--- src/design/life_like_automaton_generation_core_assert.svh ---
// Assertion macros for the generation core RTL.
// Included by llag_rule, which checks its own pipeline behaviour.
`ifndef LIFE_LIKE_AUTOMATON_GENERATION_CORE_ASSERT_SVH
`define LIFE_LIKE_AUTOMATON_GENERATION_CORE_ASSERT_SVH

// same-cycle implication, disabled in reset
`define LLAG_ASSERT_IMPLY(label, clk, rst_n, ante, cons) \
    label: assert property (@(posedge clk) disable iff (!rst_n) (ante) |-> (cons)) \
        else $error("implication check failed");

// next-cycle implication, disabled in reset
`define LLAG_ASSERT_NEXT(label, clk, rst_n, ante, cons) \
    label: assert property (@(posedge clk) disable iff (!rst_n) (ante) |=> (cons)) \
        else $error("next-cycle check failed");

`endif

--- src/design/llag_pkg.sv ---
// Types, constants and helpers for the Life-like generation core.
// No dependencies; imported by every module of the block.
`timescale 1ns / 1ps
`default_nettype none

package llag_pkg;

    localparam int CFG_DATA_W  = 11;
    localparam int CFG_INDEX_W = 2;
    localparam int MASK_W      = 9;
    localparam int WIN_W       = 9;
    localparam int ROWS_FIELD_W = 11;
    localparam int COLS_FIELD_W = 7;

    typedef enum logic [CFG_INDEX_W-1:0] {
        REG_BIRTH_MASK   = 2'd0,
        REG_SURVIVE_MASK = 2'd1,
        REG_GRID_ROWS    = 2'd2,
        REG_GRID_COLS    = 2'd3
    } cfg_reg_t;

    localparam logic [MASK_W-1:0] BIRTH_RESET   = 9'd8;
    localparam logic [MASK_W-1:0] SURVIVE_RESET = 9'd12;
    localparam int ROWS_RESET = 32;
    localparam int COLS_RESET = 64;

    // window bit = column * 3 + row, column 0 left, row 0 top
    localparam logic [WIN_W-1:0] WIN_TOP    = 9'h049;
    localparam logic [WIN_W-1:0] WIN_BOTTOM = 9'h124;
    localparam logic [WIN_W-1:0] WIN_LEFT   = 9'h007;
    localparam logic [WIN_W-1:0] WIN_RIGHT  = 9'h1C0;

    typedef struct packed {
        logic kind;
        logic alive;
    } cell_t;

    typedef struct packed {
        logic next_alive;
        logic last_of_frame;
    } result_t;

    typedef struct packed {
        logic [MASK_W-1:0] birth_mask;
        logic [MASK_W-1:0] survive_mask;
    } rule_cfg_t;

    typedef struct packed {
        logic valid;
        logic cur;
        logic up;
        logic mid;
        logic emit;
        logic last;
        logic top;
        logic bottom;
        logic left;
        logic right;
    } stage_t;

    function automatic logic [3:0] popcount8(input logic [7:0] v);
        logic [3:0] n;
        n = '0;
        for (int i = 0; i < 8; i++)
        begin
            n = n + {3'b000, v[i]};
        end
        return n;
    endfunction

endpackage

`default_nettype wire

--- src/design/life_like_automaton_generation_core.sv ---
// Top level of the Life-like generation core: streams one generation.
// Depends on llag_pkg, llag_cfg, llag_front and llag_rule.
//
//  channel  | signals                                 | direction
//  ---------+-----------------------------------------+----------
//  cell     | cell_valid, cell_ready, cell_data       | in
//  result   | result_valid, result_ready, result      | out
//  cfg      | cfg_write, cfg_index, cfg_data          | in
//
// One beat a cycle sustained while results are taken; the line store read
// is the first of the two stages and the result register the second.
// Reset loads default geometry and masks and clears counters and the window;
// stale line store contents reach only masked window positions.
// A stalled result holds only items that would produce a result behind it.
`timescale 1ns / 1ps
`default_nettype none

module life_like_automaton_generation_core
    import llag_pkg::*;
#(
    parameter int MAX_ROWS = 1024,
    parameter int MAX_COLS = 64
)
(
    input  wire logic                   clk,
    input  wire logic                   rst_n,
    input  wire logic                   cell_valid,
    output logic                        cell_ready,
    input  wire cell_t                  cell_data,
    output logic                        result_valid,
    input  wire logic                   result_ready,
    output result_t                     result,
    input  wire logic                   cfg_write,
    input  wire logic [CFG_INDEX_W-1:0] cfg_index,
    input  wire logic [CFG_DATA_W-1:0]  cfg_data
);

    localparam int RW = $clog2(MAX_ROWS + 1);
    localparam int CW = $clog2(MAX_COLS + 1);

    rule_cfg_t     rule_cfg;
    logic [RW-1:0] rows;
    logic [CW-1:0] cols;
    logic          restart;
    logic          s1_go;
    stage_t        s1;

    llag_cfg #(
        .MAX_ROWS (MAX_ROWS),
        .MAX_COLS (MAX_COLS),
        .RW       (RW),
        .CW       (CW)
    ) u_cfg (
        .clk       (clk),
        .rst_n     (rst_n),
        .cfg_write (cfg_write),
        .cfg_index (cfg_index),
        .cfg_data  (cfg_data),
        .rule_cfg  (rule_cfg),
        .rows      (rows),
        .cols      (cols),
        .restart   (restart)
    );

    llag_front #(
        .MAX_ROWS (MAX_ROWS),
        .MAX_COLS (MAX_COLS),
        .RW       (RW),
        .CW       (CW)
    ) u_front (
        .clk        (clk),
        .rst_n      (rst_n),
        .cell_valid (cell_valid),
        .cell_ready (cell_ready),
        .cell_data  (cell_data),
        .rows       (rows),
        .cols       (cols),
        .restart    (restart),
        .s1_go      (s1_go),
        .s1         (s1)
    );

    llag_rule u_rule (
        .clk          (clk),
        .rst_n        (rst_n),
        .s1           (s1),
        .rule_cfg     (rule_cfg),
        .s1_go        (s1_go),
        .result_valid (result_valid),
        .result_ready (result_ready),
        .result       (result)
    );

endmodule

`default_nettype wire

--- src/design/llag_cfg.sv ---
// Configuration registers: rule masks and saturated grid geometry.
// Depends on llag_pkg.
`timescale 1ns / 1ps
`default_nettype none

module llag_cfg
    import llag_pkg::*;
#(
    parameter int MAX_ROWS = 1024,
    parameter int MAX_COLS = 64,
    parameter int RW = $clog2(MAX_ROWS + 1),
    parameter int CW = $clog2(MAX_COLS + 1)
)
(
    input  wire logic                   clk,
    input  wire logic                   rst_n,
    input  wire logic                   cfg_write,
    input  wire logic [CFG_INDEX_W-1:0] cfg_index,
    input  wire logic [CFG_DATA_W-1:0]  cfg_data,
    output rule_cfg_t                   rule_cfg,
    output logic [RW-1:0]               rows,
    output logic [CW-1:0]               cols,
    output logic                        restart
);

    localparam int ROWS_INIT = (ROWS_RESET > MAX_ROWS) ? MAX_ROWS : ROWS_RESET;
    localparam int COLS_INIT = (COLS_RESET > MAX_COLS) ? MAX_COLS : COLS_RESET;

    rule_cfg_t       rule_reg, rule_next;
    logic [RW-1:0]   rows_reg, rows_next;
    logic [CW-1:0]   cols_reg, cols_next;
    logic [ROWS_FIELD_W-1:0] rows_val;
    logic [COLS_FIELD_W-1:0] cols_val;
    logic [RW-1:0]   rows_sat;
    logic [CW-1:0]   cols_sat;

    assign rows_val = cfg_data[ROWS_FIELD_W-1:0];
    assign cols_val = cfg_data[COLS_FIELD_W-1:0];

    always_comb
    begin
        if (rows_val == '0)
            rows_sat = RW'(1);
        else if (32'(rows_val) > 32'(MAX_ROWS))
            rows_sat = RW'(MAX_ROWS);
        else
            rows_sat = RW'(rows_val);

        if (cols_val == '0)
            cols_sat = CW'(1);
        else if (32'(cols_val) > 32'(MAX_COLS))
            cols_sat = CW'(MAX_COLS);
        else
            cols_sat = CW'(cols_val);
    end

    always_comb
    begin
        rule_next = rule_reg;
        rows_next = rows_reg;
        cols_next = cols_reg;
        restart   = 1'b0;
        if (cfg_write)
        begin
            case (cfg_index)
                REG_BIRTH_MASK:   rule_next.birth_mask   = cfg_data[MASK_W-1:0];
                REG_SURVIVE_MASK: rule_next.survive_mask = cfg_data[MASK_W-1:0];
                REG_GRID_ROWS:
                begin
                    rows_next = rows_sat;
                    restart   = 1'b1;
                end
                REG_GRID_COLS:
                begin
                    cols_next = cols_sat;
                    restart   = 1'b1;
                end
                default: ;
            endcase
        end
    end

    always_ff @(posedge clk or negedge rst_n)
    begin
        if (!rst_n)
        begin
            rule_reg.birth_mask   <= BIRTH_RESET;
            rule_reg.survive_mask <= SURVIVE_RESET;
            rows_reg <= RW'(ROWS_INIT);
            cols_reg <= CW'(COLS_INIT);
        end
        else
        begin
            rule_reg <= rule_next;
            rows_reg <= rows_next;
            cols_reg <= cols_next;
        end
    end

    assign rule_cfg = rule_reg;
    assign rows     = rows_reg;
    assign cols     = cols_reg;

endmodule

`default_nettype wire

--- src/design/llag_front.sv ---
// Input stage: raster position counters, line store and edge flags.
// Depends on llag_pkg; feeds the stage register to llag_rule.
`timescale 1ns / 1ps
`default_nettype none

module llag_front
    import llag_pkg::*;
#(
    parameter int MAX_ROWS = 1024,
    parameter int MAX_COLS = 64,
    parameter int RW = $clog2(MAX_ROWS + 1),
    parameter int CW = $clog2(MAX_COLS + 1)
)
(
    input  wire logic          clk,
    input  wire logic          rst_n,
    input  wire logic          cell_valid,
    output logic               cell_ready,
    input  wire cell_t         cell_data,
    input  wire logic [RW-1:0] rows,
    input  wire logic [CW-1:0] cols,
    input  wire logic          restart,
    input  wire logic          s1_go,
    output stage_t             s1
);

    localparam int RCW = $clog2(MAX_ROWS + 2);
    localparam int IW  = $clog2(MAX_COLS);

    logic [RCW-1:0] ir_reg, ir_next;
    logic [IW-1:0]  ic_reg, ic_next;
    logic           valid_reg, valid_next;
    logic           cell_reg, emit_reg, last_reg;
    logic           top_reg, bottom_reg, left_reg, right_reg;
    logic [IW-1:0]  addr_reg;
    logic [1:0]     rd_reg, fwd_reg;
    logic           hit_reg;
    logic [1:0]     line_mem [MAX_COLS];

    logic           accept, wr_en;
    logic [1:0]     pair, wr_data;
    logic [RCW-1:0] rows_x;
    logic [CW-1:0]  ic_inc;
    logic           wrap, at_col0;
    logic           cell_bit, emit, last, top, bottom, left, right;

    assign cell_ready = !valid_reg || s1_go;
    assign accept     = cell_valid && cell_ready;
    assign wr_en      = valid_reg && s1_go;
    assign pair       = hit_reg ? fwd_reg : rd_reg;
    assign wr_data    = {pair[0], cell_reg};

    assign rows_x  = RCW'(rows);
    assign ic_inc  = CW'(ic_reg) + CW'(1);
    assign wrap    = ic_inc >= cols;
    assign at_col0 = ic_reg == '0;

    always_comb
    begin
        cell_bit = !cell_data.kind && (ir_reg < rows_x) && cell_data.alive;
        emit     = (ir_reg >= RCW'(2)) || ((ir_reg == RCW'(1)) && !at_col0);
        last     = at_col0 && (ir_reg == rows_x + RCW'(1));
        if (at_col0)
        begin
            top    = ir_reg == RCW'(2);
            bottom = ir_reg > rows_x;
            left   = cols == CW'(1);
            right  = 1'b1;
        end
        else
        begin
            top    = ir_reg == RCW'(1);
            bottom = ir_reg >= rows_x;
            left   = ic_reg == IW'(1);
            right  = CW'(ic_reg) >= cols;
        end
    end

    always_comb
    begin
        ir_next    = ir_reg;
        ic_next    = ic_reg;
        valid_next = valid_reg;
        if (accept)
            valid_next = 1'b1;
        else if (s1_go)
            valid_next = 1'b0;

        if (restart)
        begin
            ir_next = '0;
            ic_next = '0;
        end
        else if (accept)
        begin
            if (last)
            begin
                ir_next = '0;
                ic_next = '0;
            end
            else if (wrap)
            begin
                ir_next = ir_reg + RCW'(1);
                ic_next = '0;
            end
            else
            begin
                ic_next = ic_reg + IW'(1);
            end
        end
    end

    always_ff @(posedge clk or negedge rst_n)
    begin
        if (!rst_n)
        begin
            ir_reg    <= '0;
            ic_reg    <= '0;
            valid_reg <= 1'b0;
        end
        else
        begin
            ir_reg    <= ir_next;
            ic_reg    <= ic_next;
            valid_reg <= valid_next;
        end
    end

    // line store: upper row in bit 1, middle row in bit 0
    always_ff @(posedge clk)
    begin
        if (wr_en)
            line_mem[addr_reg] <= wr_data;
        if (accept)
        begin
            rd_reg     <= line_mem[ic_reg];
            hit_reg    <= wr_en && (addr_reg == ic_reg);
            fwd_reg    <= wr_data;
            addr_reg   <= ic_reg;
            cell_reg   <= cell_bit;
            emit_reg   <= emit;
            last_reg   <= last;
            top_reg    <= top;
            bottom_reg <= bottom;
            left_reg   <= left;
            right_reg  <= right;
        end
    end

    always_comb
    begin
        s1.valid  = valid_reg;
        s1.cur    = cell_reg;
        s1.up     = pair[1];
        s1.mid    = pair[0];
        s1.emit   = emit_reg;
        s1.last   = last_reg;
        s1.top    = top_reg;
        s1.bottom = bottom_reg;
        s1.left   = left_reg;
        s1.right  = right_reg;
    end

endmodule

`default_nettype wire

--- src/design/llag_rule.sv ---
// Window shift, neighbour count, B/S rule lookup and result register.
// Depends on llag_pkg and the assertion macro header.
`timescale 1ns / 1ps
`default_nettype none
`include "life_like_automaton_generation_core_assert.svh"

module llag_rule
    import llag_pkg::*;
(
    input  wire logic      clk,
    input  wire logic      rst_n,
    input  wire stage_t    s1,
    input  wire rule_cfg_t rule_cfg,
    output logic           s1_go,
    output logic           result_valid,
    input  wire logic      result_ready,
    output result_t        result
);

    logic [WIN_W-1:0] win_reg, win_next, win_live, kill;
    logic [3:0]       n;
    logic             load;
    logic             result_valid_reg;
    result_t          result_reg, result_next;

    assign s1_go = s1.valid && (!s1.emit || !result_valid_reg || result_ready);
    assign load  = s1_go && s1.emit;

    always_comb
    begin
        win_next = {s1.cur, s1.mid, s1.up, win_reg[WIN_W-1:3]};
        kill     = (s1.top    ? WIN_TOP    : '0)
                 | (s1.bottom ? WIN_BOTTOM : '0)
                 | (s1.left   ? WIN_LEFT   : '0)
                 | (s1.right  ? WIN_RIGHT  : '0);
        win_live = win_next & ~kill;
        n        = popcount8({win_live[8:5], win_live[3:0]});
        result_next.next_alive    = win_live[4] ? rule_cfg.survive_mask[n]
                                                : rule_cfg.birth_mask[n];
        result_next.last_of_frame = s1.last;
    end

    always_ff @(posedge clk or negedge rst_n)
    begin
        if (!rst_n)
        begin
            win_reg          <= '0;
            result_valid_reg <= 1'b0;
        end
        else
        begin
            if (s1_go)
                win_reg <= win_next;
            if (load)
                result_valid_reg <= 1'b1;
            else if (result_ready)
                result_valid_reg <= 1'b0;
        end
    end

    always_ff @(posedge clk)
    begin
        if (load)
            result_reg <= result_next;
    end

    assign result_valid = result_valid_reg;
    assign result       = result_reg;

    `LLAG_ASSERT_IMPLY(a_stall_cause, clk, rst_n, s1.valid && !s1_go, result_valid_reg && !result_ready)
    `LLAG_ASSERT_IMPLY(a_last_corner, clk, rst_n, load && s1.last, s1.bottom && s1.right)
    `LLAG_ASSERT_NEXT(a_load_shows, clk, rst_n, load, result_valid_reg)

endmodule

`default_nettype wire

--- config.mk ---
export PLATFORM = sky130hd
export DESIGN_NAME = life_like_automaton_generation_core
export DESIGN_NICKNAME = d
export VERILOG_FILES = /design/src/design/llag_pkg.sv /design/src/design/life_like_automaton_generation_core.sv /design/src/design/llag_cfg.sv /design/src/design/llag_front.sv /design/src/design/llag_rule.sv
export VERILOG_INCLUDE_DIRS = /design/src /design/src/design
export SDC_FILE = /design/constraint.sdc
export NUM_CORES = 1
export LEC_CHECK = 0
export BUFFER_PORTS_ARGS = -buffer_cell sky130_fd_sc_hd__buf_2
export CAP_MARGIN = 10
export CORE_MARGIN = 4
export CORE_UTILIZATION = 63
export DETAILED_ROUTE_END_ITERATION = 6
export PLACE_DENSITY_LB_ADDON = 0.1
export SLEW_MARGIN = 20
export SYNTH_ARGS = -nofsm -noshare
export SYNTH_HDL_FRONTEND = slang
export SYNTH_SLANG_ARGS = --single-unit
--- constraint.sdc ---
create_clock -name clk -period 5.2 [get_ports clk]
set_input_delay 0.52 -clock clk [delete_from_list [all_inputs] [get_ports clk]]
set_output_delay 0.52 -clock clk [all_outputs]
set_load 0.05 [all_outputs]
# After elaboration in Yosys (flattened, before gate mapping)
# Memories as Yosys holds them, arrays and structs flattened. A register that Yosys moved wholly into a read port is not among the register bits.
# Cells that the tools add are included.
# totals
register_bits,82
input_bits,20
word_cells,121
ram_bits,128
mem_count,1
# memory_table
memory,depth,width,read_ports,rd_ports_with_merged_regs,write_ports,line_no,rtl
u_front.line_mem,64,2,1,1,1,llag_front.sv:38,logic [1:0] line_mem [MAX_COLS];
# classes
addsub,11
bitwise,5
reduce_logical,32
magnitude_cmp,9
eq_ne,9
n_mux,33
# ops
cell,n
11-bit 2-to-1 mux,6
9-bit OR,3
4-bit by 1-bit adder with 4-bit output,6
6-bit 2-to-1 mux,4
11-bit by 1-bit adder with 11-bit output (second input constant),2
7-bit 2-to-1 mux,3
9-bit 2-to-1 mux,2
1-bit 2-to-1 mux,14
11-bit by 1-bit equality test with 1-bit output (second input constant),1
11-bit equality test,1
11-bit by 2-bit equality test with 1-bit output (second input constant),1
11-bit greater-or-equal comparator,1
11-bit by 2-bit greater-or-equal comparator with 1-bit output (second input constant),1
11-bit > comparator,1
11-bit > comparator (second input constant),1
11-bit zero test,1
11-bit < comparator,1
2-bit AND reduction,5
9-bit AND,1
1-bit logical AND,9
9-bit inverter,1
1-bit binary-select mux with 4-bit select,2
6-bit by 1-bit adder with 7-bit output (second input constant),1
7-bit by 1-bit equality test with 1-bit output (second input constant),1
other kinds (20),30

# Longest topological paths before layout
# logic_depth
depth_word,16
ltp_mapped,13
depth_no_buf,11

# Cells and area by module
# From an unflattened synthesis, not the netlist that was laid out.
# hier_totals
hier_cells,753
hier_area_um2,10292.4
# by_module_without_submodules
module,cells_per_inst,instances,area_each_um2
llag_front,584,1,8117.8
llag_cfg,121,1,1472.7
llag_rule,48,1,701.9

# Least setup slack after synthesis
# OpenSTA, ideal clock, no wires.
# synth_path
kind,register to register
from,register u_front.cell_reg
to,"register u_rule.result_reg (netlist bit u_rule.result[1]), data pin"
setup_slack_ns,1.188
setup_time_ns,0.256
stages_incl_launch_ff,9
arrival_time_ns,3.757
period_less_slack_ns,4.012
path_cell_list,edfxtp_1 nor3b_1 fa_1 fa_1 fa_1 mux4_2 a211oi_1 a211oi_1 a31o_2
# synth_lines
element,line_no,rtl
from (decl),llag_front.sv:33,"logic cell_reg, emit_reg, last_reg;"
from (signal assigned),llag_front.sv:140,cell_reg <= cell_bit;
to (signal assigned),llag_rule.sv:64,result_reg <= result_next;
to (decl),llag_rule.sv:24,"result_t result_reg, result_next;"

==> metrics.txt <==
status=complete, no violations; I/O pin count=24; net count of the mapped netlist=806; fraction of layout instances using a drive strength above 1=19.0%; most frequent CP cell=sky130_fd_sc_hd__fa_1; DR WL met3=831 um; final count of negative-setup-slack endpoints=0; upper clock frequency limit=0.238 GHz; Core Footprint=15800 sq um; Synth area leader=sky130_fd_sc_hd__edfxtp_1; kind of critical path=reg -> reg; Synth-to-Final Area Change=9.38%; Pwr Total=4.89 mW; row cnt=46; fill cell total of the finished layout=1091; Clock Skews=6.55 ps; overall fraction of global-route tracks in use=23.3%; number of pins exceeding their max-slew limit in the final report=0; IR Drop Worst-Case VDD=321 uV; final number of hold-violating endpoints=0; CP max stage delay=650 ps; ratio of total power to cell area=442 nW/um^2; number of optimization iterations in the first detailed-route pass=6; Critical-path top delay cell=sky130_fd_sc_hd__fa_1; time the worst path needs with I/O delays and setup=4200 ps; Met1 Wirelength=8.52 mm; number of buffers and inverters on the critical path=0; Post-DP HPWL=13.5 mm; diode count=0; H-tree depth=1; CTS tree=built; first-pass GRT wire length=33.3 mm; Post-Syn Instances=749; Max Fanout on Critical Path=6; weighted congestion at the end of routability-driven global placement=0.829; vias in the first global route=6148; post-route ant nets=0; die extent in y=135 um; total grt overflow=0; average routed wire per standard cell=20.3 um; Synth Area per Inst=13.5 sq um; Critical Path, Cell by Cell=nor3b_1 -> ha_1 -> fa_1 -> fa_1 -> fa_1 -> fa_1 -> mux4_2 -> a211oi_1 -> a211oi_1 -> a31o_2; cell types with the largest area share after synthesis=sky130_fd_sc_hd__edfxtp_1, sky130_fd_sc_hd__dfrtp_1, sky130_fd_sc_hd__mux4_2; cell family with most CP delay=adder cells; count of different cell masters after synthesis=59; master cell of the clock root buffer=sky130_fd_sc_hd__clkbuf_16; path type of the worst min-delay path=in -> async; Buffers on Ports=23; number of enable-type register cells in the synthesized netlist=148; cts-stage hold buffer count=0; unrepaired setup endpoints after global routing=false; post-synthesis register bit count=209; number of gates resized after CTS=0; ys flop type=sky130_fd_sc_hd__edfxtp_1; Max Used Layer=met4; Met2 Wirelength=10.2 mm; largest buffer count on any clock path=3; kind of launch point of the worst setup path=register; post-DR vias/cell=6.06; routed vias=6028; Yosys Warn Count=0; detailed-route DRC error count=0; remaining max-slew budget at the tightest pin=29.3%; max-cap violation count=0; setup repair bufs after CTS=0; sequential share of the synthesized area=59.1%; total routed wirelength=20.2 mm; setup TNS=0 ps; Async SR Flop Fraction=29.2%; later-pin clock latency in the skew report=510 ps; initial core utilization=63.9%; final setup slack of the worst path=1000 ps; worst slack, placed=1010 ps; crit end category=register; final worst-path cycle share=80.8%; number of nets in the finished design=818; area share of the leading cell type in the synthesized netlist=43.9%; clk slew on worst S/H paths=60 ps; Starting DRT DRC Count=379; data arrival time at the worst-slack endpoint=4460 ps; static leakage=4.07 nW; Tightest Pin Transition=1060 ps; full die area=18100 sq um; die width=135 um; maximum number of pins on one net before global-route repair=67; netlist area before placement=10100 sq um; Sink Count=209; Critical Path RT=5460 ps; antenna violations before repair=0; flip-flop count of the largest register after layout=128; top register by number of flip-flops=u_front.line_mem; number of clock buffers inserted by TritonCTS=23
[cell usage after synthesis, types with 14 or more instances]
| master | instances |
|---|---|
| sky130_fd_sc_hd__mux4_2 | 46 |
| sky130_fd_sc_hd__nand3_1 | 24 |
| sky130_fd_sc_hd__dfrtp_1 | 56 |
| sky130_fd_sc_hd__nor2_1 | 85 |
| sky130_fd_sc_hd__o21ai_0 | 28 |
| sky130_fd_sc_hd__inv_1 | 26 |
| sky130_fd_sc_hd__a21oi_1 | 14 |
| sky130_fd_sc_hd__clkbuf_1 | 33 |
| sky130_fd_sc_hd__ha_1 | 33 |
| sky130_fd_sc_hd__mux2_2 | 20 |
| sky130_fd_sc_hd__edfxtp_1 | 148 |
| sky130_fd_sc_hd__nand2b_1 | 20 |
| sky130_fd_sc_hd__xor2_1 | 15 |
| sky130_fd_sc_hd__nand2_1 | 60 |
[report_power, final]
part           leakage [nW]  total, mW  internal (mW)  switching (mW)
sequential             2.12       2.12           1.98           0.140
combinational          1.61       1.27          0.619           0.646
clock                 0.339       1.51          0.872           0.640
total                  4.07       4.89           3.47            1.43
[layer usage]
| metal | vias up | GRT usage (%) |
|---|---|---|
| met5 | - | 0 |
| met4 | 0 | 7.35 |
| met3 | 41 | 3.13 |
| met2 | 161 | 38.5 |
| met1 | 3028 | 32.8 |
| li1 | 2798 | - |
[placed cells by master, fill, tap and decap left out, types with 7 or more instances in the layout]
cell and n:
sky130_fd_sc_hd__clkbuf_16 23, sky130_fd_sc_hd__a21oi_1 14, sky130_fd_sc_hd__nand2_1 60, sky130_fd_sc_hd__nand3b_1 9, sky130_fd_sc_hd__mux4_2 46, sky130_fd_sc_hd__nand2b_1 20
sky130_fd_sc_hd__a21o_1 10, sky130_fd_sc_hd__nand3_1 24, sky130_fd_sc_hd__xor2_1 15, sky130_fd_sc_hd__nor2b_1 7, sky130_fd_sc_hd__buf_4 7, sky130_fd_sc_hd__nor3_1 7
sky130_fd_sc_hd__nor2_1 85, sky130_fd_sc_hd__dfrtp_1 55, sky130_fd_sc_hd__nand4_1 8, sky130_fd_sc_hd__and3_1 13, sky130_fd_sc_hd__edfxtp_1 148, sky130_fd_sc_hd__ha_1 33
sky130_fd_sc_hd__inv_1 26, sky130_fd_sc_hd__o21ai_0 28, sky130_fd_sc_hd__buf_2 23, sky130_fd_sc_hd__mux2_2 20, sky130_fd_sc_hd__xnor2_1 12
[stage by stage]
step / instances / cell area, sq um / util (%) / hold WS, ps
after floorplan: 749 / 10100 / - / 224
after global placement: 952 / 10300 / 65.4 / 421
after detailed placement: 952 / 10300 / 65.4 / 424
after CTS: 994 / 11100 / 69.9 / 190
after global routing: 994 / 11100 / 69.9 / 219
final: 994 / 11100 / 69.9 / 173
[worst paths after layout]
kind / start / to / slack, ps / cells after the start
max: u_front.left_reg$_DFFE_PP_ / u_rule.result[1]$_DFFE_PP_ / 1000 / 10
min reg2reg: u_front.last_reg$_DFFE_PP_ / u_rule.result[0]$_DFFE_PP_ / 440 / 0
max in group asynchronous: rst_n / u_front.ic_reg[0]$_DFFE_PN0P_ / 4470 / 2
max reg2reg: u_front.left_reg$_DFFE_PP_ / u_rule.result[1]$_DFFE_PP_ / 1000 / 10
min: rst_n / u_cfg.rule_cfg[7]$_DFFE_PN0P_ / 170 / 2
min in group clk: cell_valid / u_front.valid_reg$_DFFE_PN0P_ / 220 / 2
[kinds of logic after synthesis]
kind of cell	count (synthesis)	share of synthesized area [%]
compound gates	75	4.75
xor+xnor	28	2.57
fa+ha+maj	38	4.97
buf+inv	69	3.01
flops	209	59.1
mux	69	12.8
simple gates	261	12.8
[area by class of cell]
cell class                 instances  area (sq um)  share of cell area (%)
timing repair buffer              30           168                    1.52
clock inverter                    15           125                    1.13
clock buffer                      27           591                    5.34
multi-input combinational        471          3830                    34.7
tap                              216           270                    2.44
sequential                       209          5980                    54.0
inverter                          26          97.6                   0.882
(Power assumes the default switching activity.)
